## config.mk

```make
export PLATFORM = sky130hd
export DESIGN_NAME = wrsm_mul
export DESIGN_NICKNAME = d
export VERILOG_FILES = /design/src/hdl/wrsm_mul.sv
export SDC_FILE = /design/constraint.sdc
export NUM_CORES = 2
export LEC_CHECK = 0
export BUFFER_PORTS_ARGS = -buffer_cell sky130_fd_sc_hd__buf_4
export CAP_MARGIN = 20
export CORE_ASPECT_RATIO = 1.2
export CORE_UTILIZATION = 37
export DETAILED_ROUTE_END_ITERATION = 12
export PLACE_DENSITY = 0.55
export SLEW_MARGIN = 20
export SYNTH_ARGS = -nofsm -noshare
export SYNTH_HDL_FRONTEND = slang
export SYNTH_SLANG_ARGS = --single-unit
```

## constraint.sdc

```tcl
create_clock -name clock -period 8.9 [get_ports clock]
set_input_delay 1.78 -clock clock [delete_from_list [all_inputs] [get_ports clock]]
set_output_delay 1.78 -clock clock [all_outputs]
set_load 0.02 [all_outputs]
```

## src/hdl/wrsm_mul.sv

```systemverilog
`timescale 1ns / 1ps

module wrsm_mul (
   input  logic        clock,
   input  logic [31:0] a,
   input  logic [31:0] b,
   output logic [63:0] p
);

   logic [63:0] p_ff;
   logic [63:0] p_in;

   // Unsigned 32x32 product, registered.
   assign p_in = 64'(a) * 64'(b);

   always_ff @(posedge clock) begin
      p_ff <= p_in;
   end

   assign p = p_ff;

endmodule

```

==> impl_metrics.csv <==
group,metric,value,unit
outcome,status,"completed",
finish,drive_gt1_frac,0.0889,
routing,wl_per_cell,19.2,um
timing,max_freq,0.116,GHz
logic_synthesis,synth_edf_count,0,
routing,wl_met1,34200,um
routing,viasPerCell,4.88,
setup_path,start_kind,"primary input",
timing,fin_crit,8.66,ns
finish,largest_reg_flops,64,
grt,grt_pass1_vias,27600,
logic_synthesis,synth.most_common_cell,"fa_1",
routing,wl_met2,54700,um
logic_synthesis,synth_seq_area_share,0.0370,
cts,cts_tree,"yes",
logic_synthesis,synth_cell_types,56,
die,die_w,281,um
routing,route.vias.total,24900,
place,io_buffers,128,
min_path,hp-class,"primary input to flip-flop",
logic_synthesis,yosysTopAreaCellShare,0.518,
routing,first_pass_iters,7,
setup_path,critPathArrivalTime,8.94,ns
place,gp_congestion,0.888,
logic_synthesis,synth_compound_area_frac,0.0392,
timing,max_slew_margin,0.624,
finish,nets,5079,
logic_synthesis,synthTopCellsByCount,"fa_1, inv_1, and2_1",
place,hpwl,87500,um
logic_synthesis,synth_top_family_by_area,"adder cells",
cts,htree_levels,3,
grt,track_usage,0.217,
finish,syn2layout_area_growth,9.97,%
routing,drtAntennaViolNets,0,
job,maxCapViolations,0,
timing,rsz0062_at_grt,"false",
grt,grt_overflow,0,
timing,tightestPinTransition,0.560,ns
setup_path,worstSetupEndpointType,"flip-flop",
setup_path,required,9.18,ns
die,rows,122,
die,ios,129,
logic_synthesis,synth_adder_area_share,0.613,
grt,grt_pass1_wl,155000,um
place,place_worst_setup_slack,-0.146,ns
routing,drt_iter0_markers,1197,
timing,finalSetupViolCount,0,
logic_synthesis,async_reset_ff_frac,0,
timing,fin_setup_tns,0,ns
setup_path,crit_type,"primary input to flip-flop",
logic_synthesis,synth_area_leaders,"fa_1, and2_1, ha_1",
routing,dr_wl_met3,2740,um
die,initial_core_util,0.374,
logic_synthesis,ys_dominant_reg_cell,"dfxtp_1",
cts,numClockSinks,64,
cts,ctsRootBufferMaster,"clkbuf_16",
timing,whs,2.06,ns
timing,hold_violations,0,
logic_synthesis,yosysTopAreaCell,"fa_1",
logic_synthesis,syn-num-nets,4982,
finish,stdcell_area,38100,sq um
logic_synthesis,synthCells,3758,
die,core_area,92500,sq um
cts,cts_max_path_buffers,2,
place,place_area,37700,sq um
die,fp.dieArea,94800,sq um
routing,post-route-drc-count,0,
cts,postCtsSetupBuffers,0,
logic_synthesis,syn_avg_cell_area,9.21,sq um
logic_synthesis,syn-cell-area,34600,sq um
logic_synthesis,yosys-mux-area-fraction,0.000289,
grt,antenna_found_initial,4,
timing,drv_slew,0,
grt,grt_max_degree,26,
finish,final.fill_count,9427,
setup_path,path_max_fanout,17,
routing,wl,98000,um
logic_synthesis,yosys_warnings,0,
logic_synthesis,yosys.area_share.xor_xnor,0.0149,
timing,fin_crit_sh,0.973,
logic_synthesis,synth-simple-area-share,0.177,
cts,clk_pin_slew,0.06,ns
timing,setup_ws,0.243,ns
routing,routed.top_layer,"met4",
cts,cts_made_buffers,9,
die,fp.dieH,337,um
logic_synthesis,ys_ff_latch,64,
worst paths after layout:
path	startpoint	to	slack, ns	cells past startpoint
worst max-delay path	a[12]	p[62]	0.24	24
worst min-delay path	a[0]	p[0]	2.06	3
placed cells by master, fill, tap and decap left out, types with 33 or more instances in the layout:
master,n
xnor2_1,33
a21oi_1,68
ha_1,263
and2_1,603
fa_1,895
dfxtp_1,64
inv_1,863
a21o_1,37
buf_4,305
nand2_1,478
metal layers:
| layer | track usage | vias to the layer above |
|---|---|---|
| met5 | 0 | - |
| met2 | 0.416 | 600 |
| met3 | 0.0164 | 227 |
| met1 | 0.233 | 13000 |
| li1 | - | 11100 |
| met4 | 0.123 | 0 |
final cells by class:
class	instances	area [sq um]	area share
tap	1240	1550	0.0407
clock inverter	7	103	0.00269
antenna	4	10.0	0.000263
sequential	64	1280	0.0336
clock buffer	9	225	0.00591
inverter	863	3240	0.0851
timing repair buffer	313	2410	0.0634
multi-input combinational	2604	29300	0.768
critical path, stage by stage:
cell	delay (ns)
buf_4	0.23
buf_4	0.23
nand2_1	0.09
fa_1	0.54
inv_1	0.05
fa_1	0.48
fa_1	0.63
fa_1	0.47
fa_1	0.58
fa_1	0.45
fa_1	0.49
inv_1	0.06
fa_1	0.47
inv_1	0.04
ha_1	0.31
nand4_1	0.17
or4_1	0.45
or3_1	0.37
a31oi_2	0.24
buf_4	0.17
a31o_2	0.20
a211oi_2	0.10
o21ai_1	0.16
xor2_1	0.16
kinds of logic (layout without fill, tap and decap cells):
logic type	after synthesis	count (layout)
other cells	0	4
xor+xnor	59	59
simple gates	1180	1180
flops	64	64
compound gates	205	205
fa+ha+maj	1159	1159
buf+inv	1090	1192
mux	1	1
metrics by stage:
step / util / cells
6_report: 0.412 / 5104
5_1_grt: 0.412 / 5104
4_1_cts: 0.411 / 5100
3_5_place_dp: 0.408 / 5084
3_3_place_gp: 0.408 / 5084
2_1_floorplan: - / 3758
what timing repair did:
action	4_1_cts	5_1_grt
endpoints found under the setup margin	0	1
hold buffers	0	0
gates resized for setup	0	7
Power is not shown: default switching activity piles up to over one toggle a cycle in this logic, so the estimate is an artifact.
