$ cat src/hdl/wrsm_pkg.sv
`timescale 1ns / 1ps

package wrsm_pkg;

   // Fixed-point constants.
   localparam logic [31:0] ONE_Q = 32'd65536;
   localparam logic [47:0] MAX48 = 48'hFFFF_FFFF_FFFF;
   localparam logic [48:0] SAT48 = 49'h1_0000_0000_0000;

   // Divider geometry: 64-bit dividend, 32-bit divisor, one bit per step.
   localparam int DIV_STEPS = 64;
   localparam int DIV_CNT_W = $clog2(DIV_STEPS + 1);

   // Operation codes.
   localparam logic [1:0] OP_MERGE  = 2'd0;
   localparam logic [1:0] OP_REMOVE = 2'd1;
   localparam logic [1:0] OP_LOAD   = 2'd2;

   // Status codes.
   localparam logic [1:0] ST_OK       = 2'd0;
   localparam logic [1:0] ST_INVALID  = 2'd1;
   localparam logic [1:0] ST_NEGATIVE = 2'd2;
   localparam logic [1:0] ST_ZERO_DIV = 2'd3;

   typedef struct packed {
      logic [1:0]         op;
      logic signed [31:0] sample_mean;
      logic [31:0]        sample_weight;
      logic [47:0]        sample_m2;
   } req_type;

   typedef struct packed {
      logic signed [31:0] new_mean;
      logic [31:0]        new_weight;
      logic [47:0]        new_m2;
      logic [47:0]        variance_out;
      logic               variance_valid;
      logic [1:0]         status;
   } rsp_type;

   // Command to the shared divider.
   typedef struct packed {
      logic        start;
      logic [63:0] num;
      logic [31:0] den;
   } div_cmd_type;

endpackage

$ cat src/hdl/wrsm_div.sv
`timescale 1ns / 1ps

module wrsm_div (
   input  logic                 clock,
   input  logic                 reset,
   input  wrsm_pkg::div_cmd_type cmd,
   output logic                 done,
   output logic [63:0]          quo
);

   logic                          busy_ff, busy_in;
   logic                          done_ff, done_in;
   logic [wrsm_pkg::DIV_CNT_W-1:0] cnt_ff, cnt_in;
   logic [63:0]                   num_ff, num_in;
   logic [31:0]                   den_ff, den_in;
   logic [31:0]                   rem_ff, rem_in;
   logic [32:0]                   rem_t;
   logic [32:0]                   rem_d;
   logic                          ge;

   // One restoring step: shift in the next dividend bit and try the subtract.
   always_comb begin
      rem_t = {rem_ff, num_ff[63]};
      ge    = rem_t >= {1'b0, den_ff};
      rem_d = rem_t - {1'b0, den_ff};
   end

   always_comb begin
      busy_in = busy_ff;
      done_in = 1'b0;
      cnt_in  = cnt_ff;
      num_in  = num_ff;
      den_in  = den_ff;
      rem_in  = rem_ff;
      if (cmd.start) begin
         busy_in = 1'b1;
         cnt_in  = wrsm_pkg::DIV_CNT_W'(wrsm_pkg::DIV_STEPS);
         num_in  = cmd.num;
         den_in  = cmd.den;
         rem_in  = 32'd0;
      end else if (busy_ff) begin
         rem_in = ge ? rem_d[31:0] : rem_t[31:0];
         num_in = {num_ff[62:0], ge};
         cnt_in = cnt_ff - 1'b1;
         if (cnt_ff == wrsm_pkg::DIV_CNT_W'(1)) begin
            busy_in = 1'b0;
            done_in = 1'b1;
         end
      end
   end

   always_ff @(posedge clock) begin
      if (reset) begin
         busy_ff <= 1'b0;
         done_ff <= 1'b0;
         cnt_ff  <= '0;
      end else begin
         busy_ff <= busy_in;
         done_ff <= done_in;
         cnt_ff  <= cnt_in;
      end
   end

   always_ff @(posedge clock) begin
      num_ff <= num_in;
      den_ff <= den_in;
      rem_ff <= rem_in;
   end

   // The dividend register ends up holding the quotient.
   assign done = done_ff;
   assign quo  = num_ff;

endmodule

$ cat config.mk
export PLATFORM = sky130hd
export DESIGN_NAME = wrsm_div
export DESIGN_NICKNAME = d
export VERILOG_FILES = /design/src/hdl/wrsm_pkg.sv /design/src/hdl/wrsm_div.sv
export SDC_FILE = /design/constraint.sdc
export NUM_CORES = 1
export LEC_CHECK = 0
export BUFFER_PORTS_ARGS = -buffer_cell sky130_fd_sc_hd__buf_4
export CORE_ASPECT_RATIO = 0.5
export CORE_MARGIN = 2
export CORE_UTILIZATION = 30
export DETAILED_ROUTE_END_ITERATION = 6
export SLEW_MARGIN = 25
export SYNTH_ARGS = -nofsm -noshare
export SYNTH_HDL_FRONTEND = slang
export SYNTH_SLANG_ARGS = --single-unit
$ cat constraint.sdc
create_clock -name clock -period 3.5 [get_ports clock]
set_clock_uncertainty 0.05 [all_clocks]
set_input_delay 0.7 -clock clock [delete_from_list [all_inputs] [get_ports clock]]
set_output_delay 0.7 -clock clock [all_outputs]
set_load 0.02 [all_outputs]
==> summary.txt, run 1 <==
Place
  • Port Buffers: ~160
  • DP Wirelength: between 10 and 15 mm
  • GPL Wtd Cong: 0.861
  • Placed insts: ~1,200

Logic synthesis
  • Synthesized area: roughly 7600 um2
  • Syn nets: approximately 850
  • Mapped Cells: slightly above 700
  • Netlist cell types: 67
  • Seq/Total Area, Yosys: 0.485
  • Asr flop ratio synth: 0
  • Yosys top cell area share: 0.377
  • Syn avg cell area: approximately 11 um2
  • Top FF cell, synth: edfxtp_1
  • Synth area leaders: edfxtp_1 (38%), dfxtp_1 (11%), mux2_2 (9.4%)
  • EDFF count, synth: 96
  • Cell type with the highest aggregate area in the netlist: edfxtp_1
  • Yosys warnings: 0
  • Yosys reg bits: about 140

STA
  • Fmax: ~0.32 GHz
  • Slew Viols, Final: 0
  • Fin crit share: 0.882
  • Pin slew with the least headroom to its limit: between 0.6 and 0.7 ns
  • RSZ-0062 raised after global routing: no
  • Fin crit period: around 3.1 ns
  • Final Hold Vio Count: 0
  • Setup TNS: 0 ns
  • Final Setup Violations: 0
  • Slew HR: 0.574

Pwr
  • PwrDens: between 500 and 600 nW/um2
  • Power Total: around 5.0 mW
  • Static leakage: between 4 and 5 nW
  • Worst vdd ir: 0.000291 V

Finish
  • Utilization after layout: 0.391
  • Commonest non-fill, non-tap cells in the layout: buf_4 (171), edfxtp_1 (96), mux2_2 (64), nor2_1 (61), nand2_1 (49)
  • Layout cells sized above 1: 0.319
  • Non-filler cells, final: roughly 1,200
  • Nets: about 1,000
  • Ant. Diodes: 0
  • Most common cell after layout, fill and taps aside: buf_4
  • Area Overhead vs Synth: 28.5%

Setup path
  • WS Path Type: flop to flop
  • Critical path startpoint category: flop
  • FF-to-FF End: rem_ff[28]$_SDFFE_PP0P_
  • Critical path arrival: about 3.4 ns
  • CP Capture Type: flop
  • Crit Path Max Fanout: 31
  • RR Startpoint: den_ff[19]$_DFFE_PP_
  • Reg2reg setup slack: between 0.4 and 0.5 ns
  • Worst reg2reg path depth: 10
  • Crit path required time: 3.79 ns

Routing
  • DRC: 0
  • Routed vias: between 6,000 and 7,000
  • Avg Vias per Cell: about 5
  • Drt pass-1 iters: 5
  • Post-DRT Antenna Nets: 0
  • DRT iter0 DRCs: 358
  • Drt total wl: 19.8 mm
  • DR WL/cell: roughly 16 um

Clock network
  • Post-CTS Setup Bufs: 0
  • Worst-path clk slew: 0.06 ns
  • Max clock buf depth: 2
  • CTS Hold Bufs: 0
  • Worst-Skew Late Latency: around 0.44 ns
  • Post-CTS sizing: 0
  • CTS tree: done
  • CTS buffer count: 17
  • Clk sinks: approximately 140
  • CTS root buffer: clkbuf_16
  • H-tree levels: 4

Die
  • Core Rows: about 40
  • Die height: 117 um
  • I/O Pins: between 150 and 200
  • Initial core utilization: 0.304
  • Die Area: between 20,000 and 30,000 um2
  • Core box area: approximately 25,000 um2
  • Die width: 230 um

Min path
  • Hold-critical path depth: 1
  • Tightest Hold Check Type: primary input to flop
  • Worst Min Path Start: cmd[28]
  • Hold Path Sink: den_ff[28]$_DFFE_PP_

GRT
  • First-pass GRT wire length: 31.0 mm
  • Global route overflow: 0
  • Number of global-route vias before repair: 5,999
  • Antenna violations before repair: 0
  • Largest net degree at the start of global routing: between 60 and 70
  • All-Layer GR Usage: 0.147

Flow run
  • Max-cap violations: 0

Outcome
  • Outcome: finished clean
==> worst max path at each step <==
| stage | start | endpoint | slack, ns | cells after the start |
|---|---|---|---|---|
| floorplan | cmd[96] | quo[0]$_DFFE_PP_ | 0.55 | 4 |
| global placement | den_ff[19]$_DFFE_PP_ | rem_ff[25]$_SDFFE_PP0P_ | 0.52 | 10 |
| detailed placement | den_ff[19]$_DFFE_PP_ | rem_ff[28]$_SDFFE_PP0P_ | 0.45 | 10 |
| CTS | den_ff[19]$_DFFE_PP_ | rem_ff[28]$_SDFFE_PP0P_ | 0.44 | 10 |
| global route | den_ff[19]$_DFFE_PP_ | rem_ff[28]$_SDFFE_PP0P_ | 0.11 | 10 |
| finish | den_ff[19]$_DFFE_PP_ | rem_ff[28]$_SDFFE_PP0P_ | 0.41 | 10 |
==> layer usage <==
| metal | routed length, um | global-route usage | up-vias |
|---|---|---|---|
| li1 | - | - | 2976 |
| met1 | 9080 | 0.186 | 2957 |
| met2 | 9560 | 0.247 | 132 |
| met3 | 826 | 0.0339 | 23 |
| met4 | 340 | 0.0619 | 0 |
| met5 | 0 | 0 | - |
==> flip-flops by register name, indices dropped and copies added (netlist names) <==
register,count
quo,64
den_ff,32
rem_ff,32
cnt_ff,7
busy_ff,1
done,1
==> cell families (layout without fill, tap and decap cells) <==
family | Yosys count | in the layout | share of synthesized area
DFF | 137 | 137 | 0.485
xor gates and xnor gates | 31 | 31 | 0.0355
adders and majority gates | 35 | 35 | 0.0583
muxes | 67 | 67 | 0.0982
buffers and inverters | 90 | 250 | 0.0501
and+or+nand+nor | 195 | 195 | 0.122
AOI/OAI and AO/OA | 164 | 164 | 0.151
==> synthesized netlist by cell type (all sizes together) (22+ instances only) <==
library cell and n:
clkbuf 22, o21ai 40, buf 22, ha 34
nor2 61, edfxtp 96, inv 46, mux2 64
dfxtp 41, nand2 49, nand3 25, a21oi 31
==> worst max-delay path, stage by stage (launching register included) <==
cell	delay, ns
edfxtp_1	0.33
inv_1	0.05
ha_1	0.46
nand4_1	0.17
nor4_1	0.46
a21oi_1	0.13
o21a_1	0.13
o221ai_1	0.31
o21a_4	0.42
o21ai_1	0.24
o221ai_1	0.26
==> layout make-up <==
class / count / area [um2]
Timing Repair Buffer: 173 / 1320
Clock inverter: 11 / 195
Clock buffer: 20 / 437
Tap cell: 344 / 430
Multi-Input combinational cell: 492 / 3560
Sequential cell: 137 / 3700
Fill cell: 2484 / 15300
Inverter: 46 / 173
==> power by group <==
part / internal (mW) / switching, mW
clock network: 1.26 / 0.699
logic: 0.459 / 0.564
registers: 1.90 / 0.0768
==> per-stage QoR <==
stage | cell area (um2) | setup WS [ns] | hold slack [ns]
2_1_floorplan | 7640 | 0.549 | 0.391
3_3_place_gp | 9190 | 0.522 | 0.408
3_5_place_dp | 9190 | 0.447 | 0.431
4_1_cts | 9820 | 0.436 | 0.359
5_1_grt | 9820 | 0.113 | 0.361
6_report | 9820 | 0.411 | 0.390
Note: power is estimated with default switching activity, not from simulation.
==> run 2: changes to the inputs <==
- SETUP_SLACK_MARGIN: default -> 0.5
==> run 2 against run 1 <==
  * Design area rose by 1.1%
  * Worst setup slack better by 0.21 ns
  * First-iteration DRC count grew 0.28%
  * Sequential share of layout area decreased by 0.41 points
  * Routed wire length up 2.1%
  * Cell count rose by 0.25%
  * Via count increased by 1.1%
  * Critical endpoint unchanged
  * Critical path type unchanged
  * Critical path depth decreased by 1
==> summary.txt, run 2 (same netlist as run 1, synthesis figures left out) <==
Place
  • GPL Wtd Cong: approximately 0.86
  • Dpl ws: about 0.45 ns
  • Dpl cell area: 9190 um2
  • DP Wirelength: about 14 mm
  • Port Buffers: 163

Setup path
  • WS Path Type: flop to flop
  • Critical path arrival: between 3 and 4 ns
  • CP Capture Type: flop
  • CP max stage cell: or3_1
  • Reg2reg setup slack: 0.62 ns
  • Crit Path Max Fanout: 8
  • Critical path, cell by cell: inv_1, ha_1, nand4_1, or2_4, or3_1, nor3_4, o21a_4, o21ai_1, o221ai_1
  • Slowest stage delay, CP: roughly 0.42 ns
  • Critical path buffer and inverter count: 1
  • CP top delay family: simple AND/OR/NAND/NOR gates
  • Crit path required time: about 3.8 ns
  • Critical path startpoint category: flop

STA
  • Setup ws final: 0.621 ns
  • Slew HR: 0.578
  • RSZ-0062 raised after global routing: yes
  • Fin crit period: approximately 2.9 ns
  • Fin crit share: 0.823
  • Fmax: approximately 0.35 GHz
  • Final Hold Vio Count: 0
  • Slew Viols, Final: 0
  • Setup TNS: 0 ns
  • Final Setup Violations: 0
  • Pin slew with the least headroom to its limit: ~0.63 ns

Finish
  • Max reg flops: 64
  • Area Overhead vs Synth: 29.9%
  • Post-Layout Inst Area: around 9900 um2
  • Utilization after layout: 0.395
  • Ant. Diodes: 0
  • Commonest non-fill, non-tap cells in the layout: buf_4 (171), edfxtp_1 (96), mux2_2 (64), nor2_1 (61), nand2_1 (48)
  • Most common cell after layout, fill and taps aside: buf_4
  • Layout cells sized above 1: 0.330
  • Nets: about 1,000

Min path
  • Tightest Hold Check Type: primary input to flop

Pwr
  • PwrDens: approximately 500 nW/um2
  • Static leakage: 4.04 nW
  • Worst vdd ir: 0.000292 V

Routing
  • Drt pass-1 iters: 5
  • Avg Vias per Cell: 5.02
  • Post-DRT Antenna Nets: 0
  • Drt total wl: around 20 mm
  • Routed vias: 6,154
  • DRT iter0 DRCs: roughly 360
  • DRC: 0
  • DR WL/cell: approximately 16 um

GRT
  • Largest net degree at the start of global routing: between 60 and 70
  • Global route overflow: 0
  • Antenna violations before repair: 0
  • First-pass GRT wire length: 31.3 mm
  • All-Layer GR Usage: 0.149
  • Number of global-route vias before repair: 6,000

Clock network
  • CTS tree: done
  • Worst-Skew Late Latency: ~0.44 ns
  • Clk sinks: 137
  • Worst-path clk slew: roughly 0.06 ns
  • Max clock buf depth: 2
  • CTS buffer count: 17
  • CTS root buffer: clkbuf_16
  • H-tree levels: 4

Outcome
  • Outcome: finished clean

Die
  • Die Area: around 27,000 um2
  • Core box area: about 25,000 um2
  • I/O Pins: ~160
  • Die height: between 100 and 150 um
  • Die width: between 200 and 250 um
  • Initial core utilization: 0.304
  • Core Rows: 41

Flow run
  • Max-cap violations: 0
-- run 2: timing repair --
item,4_1_cts,5_1_grt
gates cloned,1,1
setup buffers,0,1
pin swaps,0,3
gates resized for setup,1,15
endpoints found under the setup margin,7,33
hold buffers,0,0
-- run 2: per-stage QoR --
step / power [mW] / std cells / hold slack (ns)
after global routing: 5.21 / 1226 / 0.361
after floorplan: 2.67 / 719 / 0.391
final: 4.98 / 1226 / 0.389
after global placement: 3.02 / 1192 / 0.408
after CTS: 5.02 / 1224 / 0.359
after detailed placement: 3.03 / 1192 / 0.431
-- run 2: layout make-up --
class / instances / area [um2]
clock inverter: 11 / 195
fill: 2477 / 15200
sequential: 137 / 3700
timing repair buffer: 174 / 1340
tap: 344 / 430
inverter: 46 / 173
clock buffer: 20 / 437
multi-input combinational: 494 / 3650
-- run 2: worst paths after layout --
path / cells after the start / end / from
max: 9 / rem_ff[28]$_SDFFE_PP0P_ / den_ff[28]$_DFFE_PP_
min: 1 / den_ff[28]$_DFFE_PP_ / cmd[28]
max reg2reg: 9 / rem_ff[28]$_SDFFE_PP0P_ / den_ff[28]$_DFFE_PP_
min reg2reg: 2 / rem_ff[31]$_SDFFE_PP0P_ / rem_ff[31]$_SDFFE_PP0P_
-- run 2: where the power goes --
group	internal, mW	switching (mW)	leakage, nW
combinational	0.466	0.574	2.45
sequential	1.90	0.0772	1.29
clock	1.26	0.700	0.298
-- run 2: per-layer routing --
layer,GRT usage,vias up,part of all wire
li1,-,2988,-
met1,0.189,2983,0.45
met2,0.249,150,0.48
met3,0.0342,33,0.043
met4,0.0632,0,0.021
met5,0,-,0
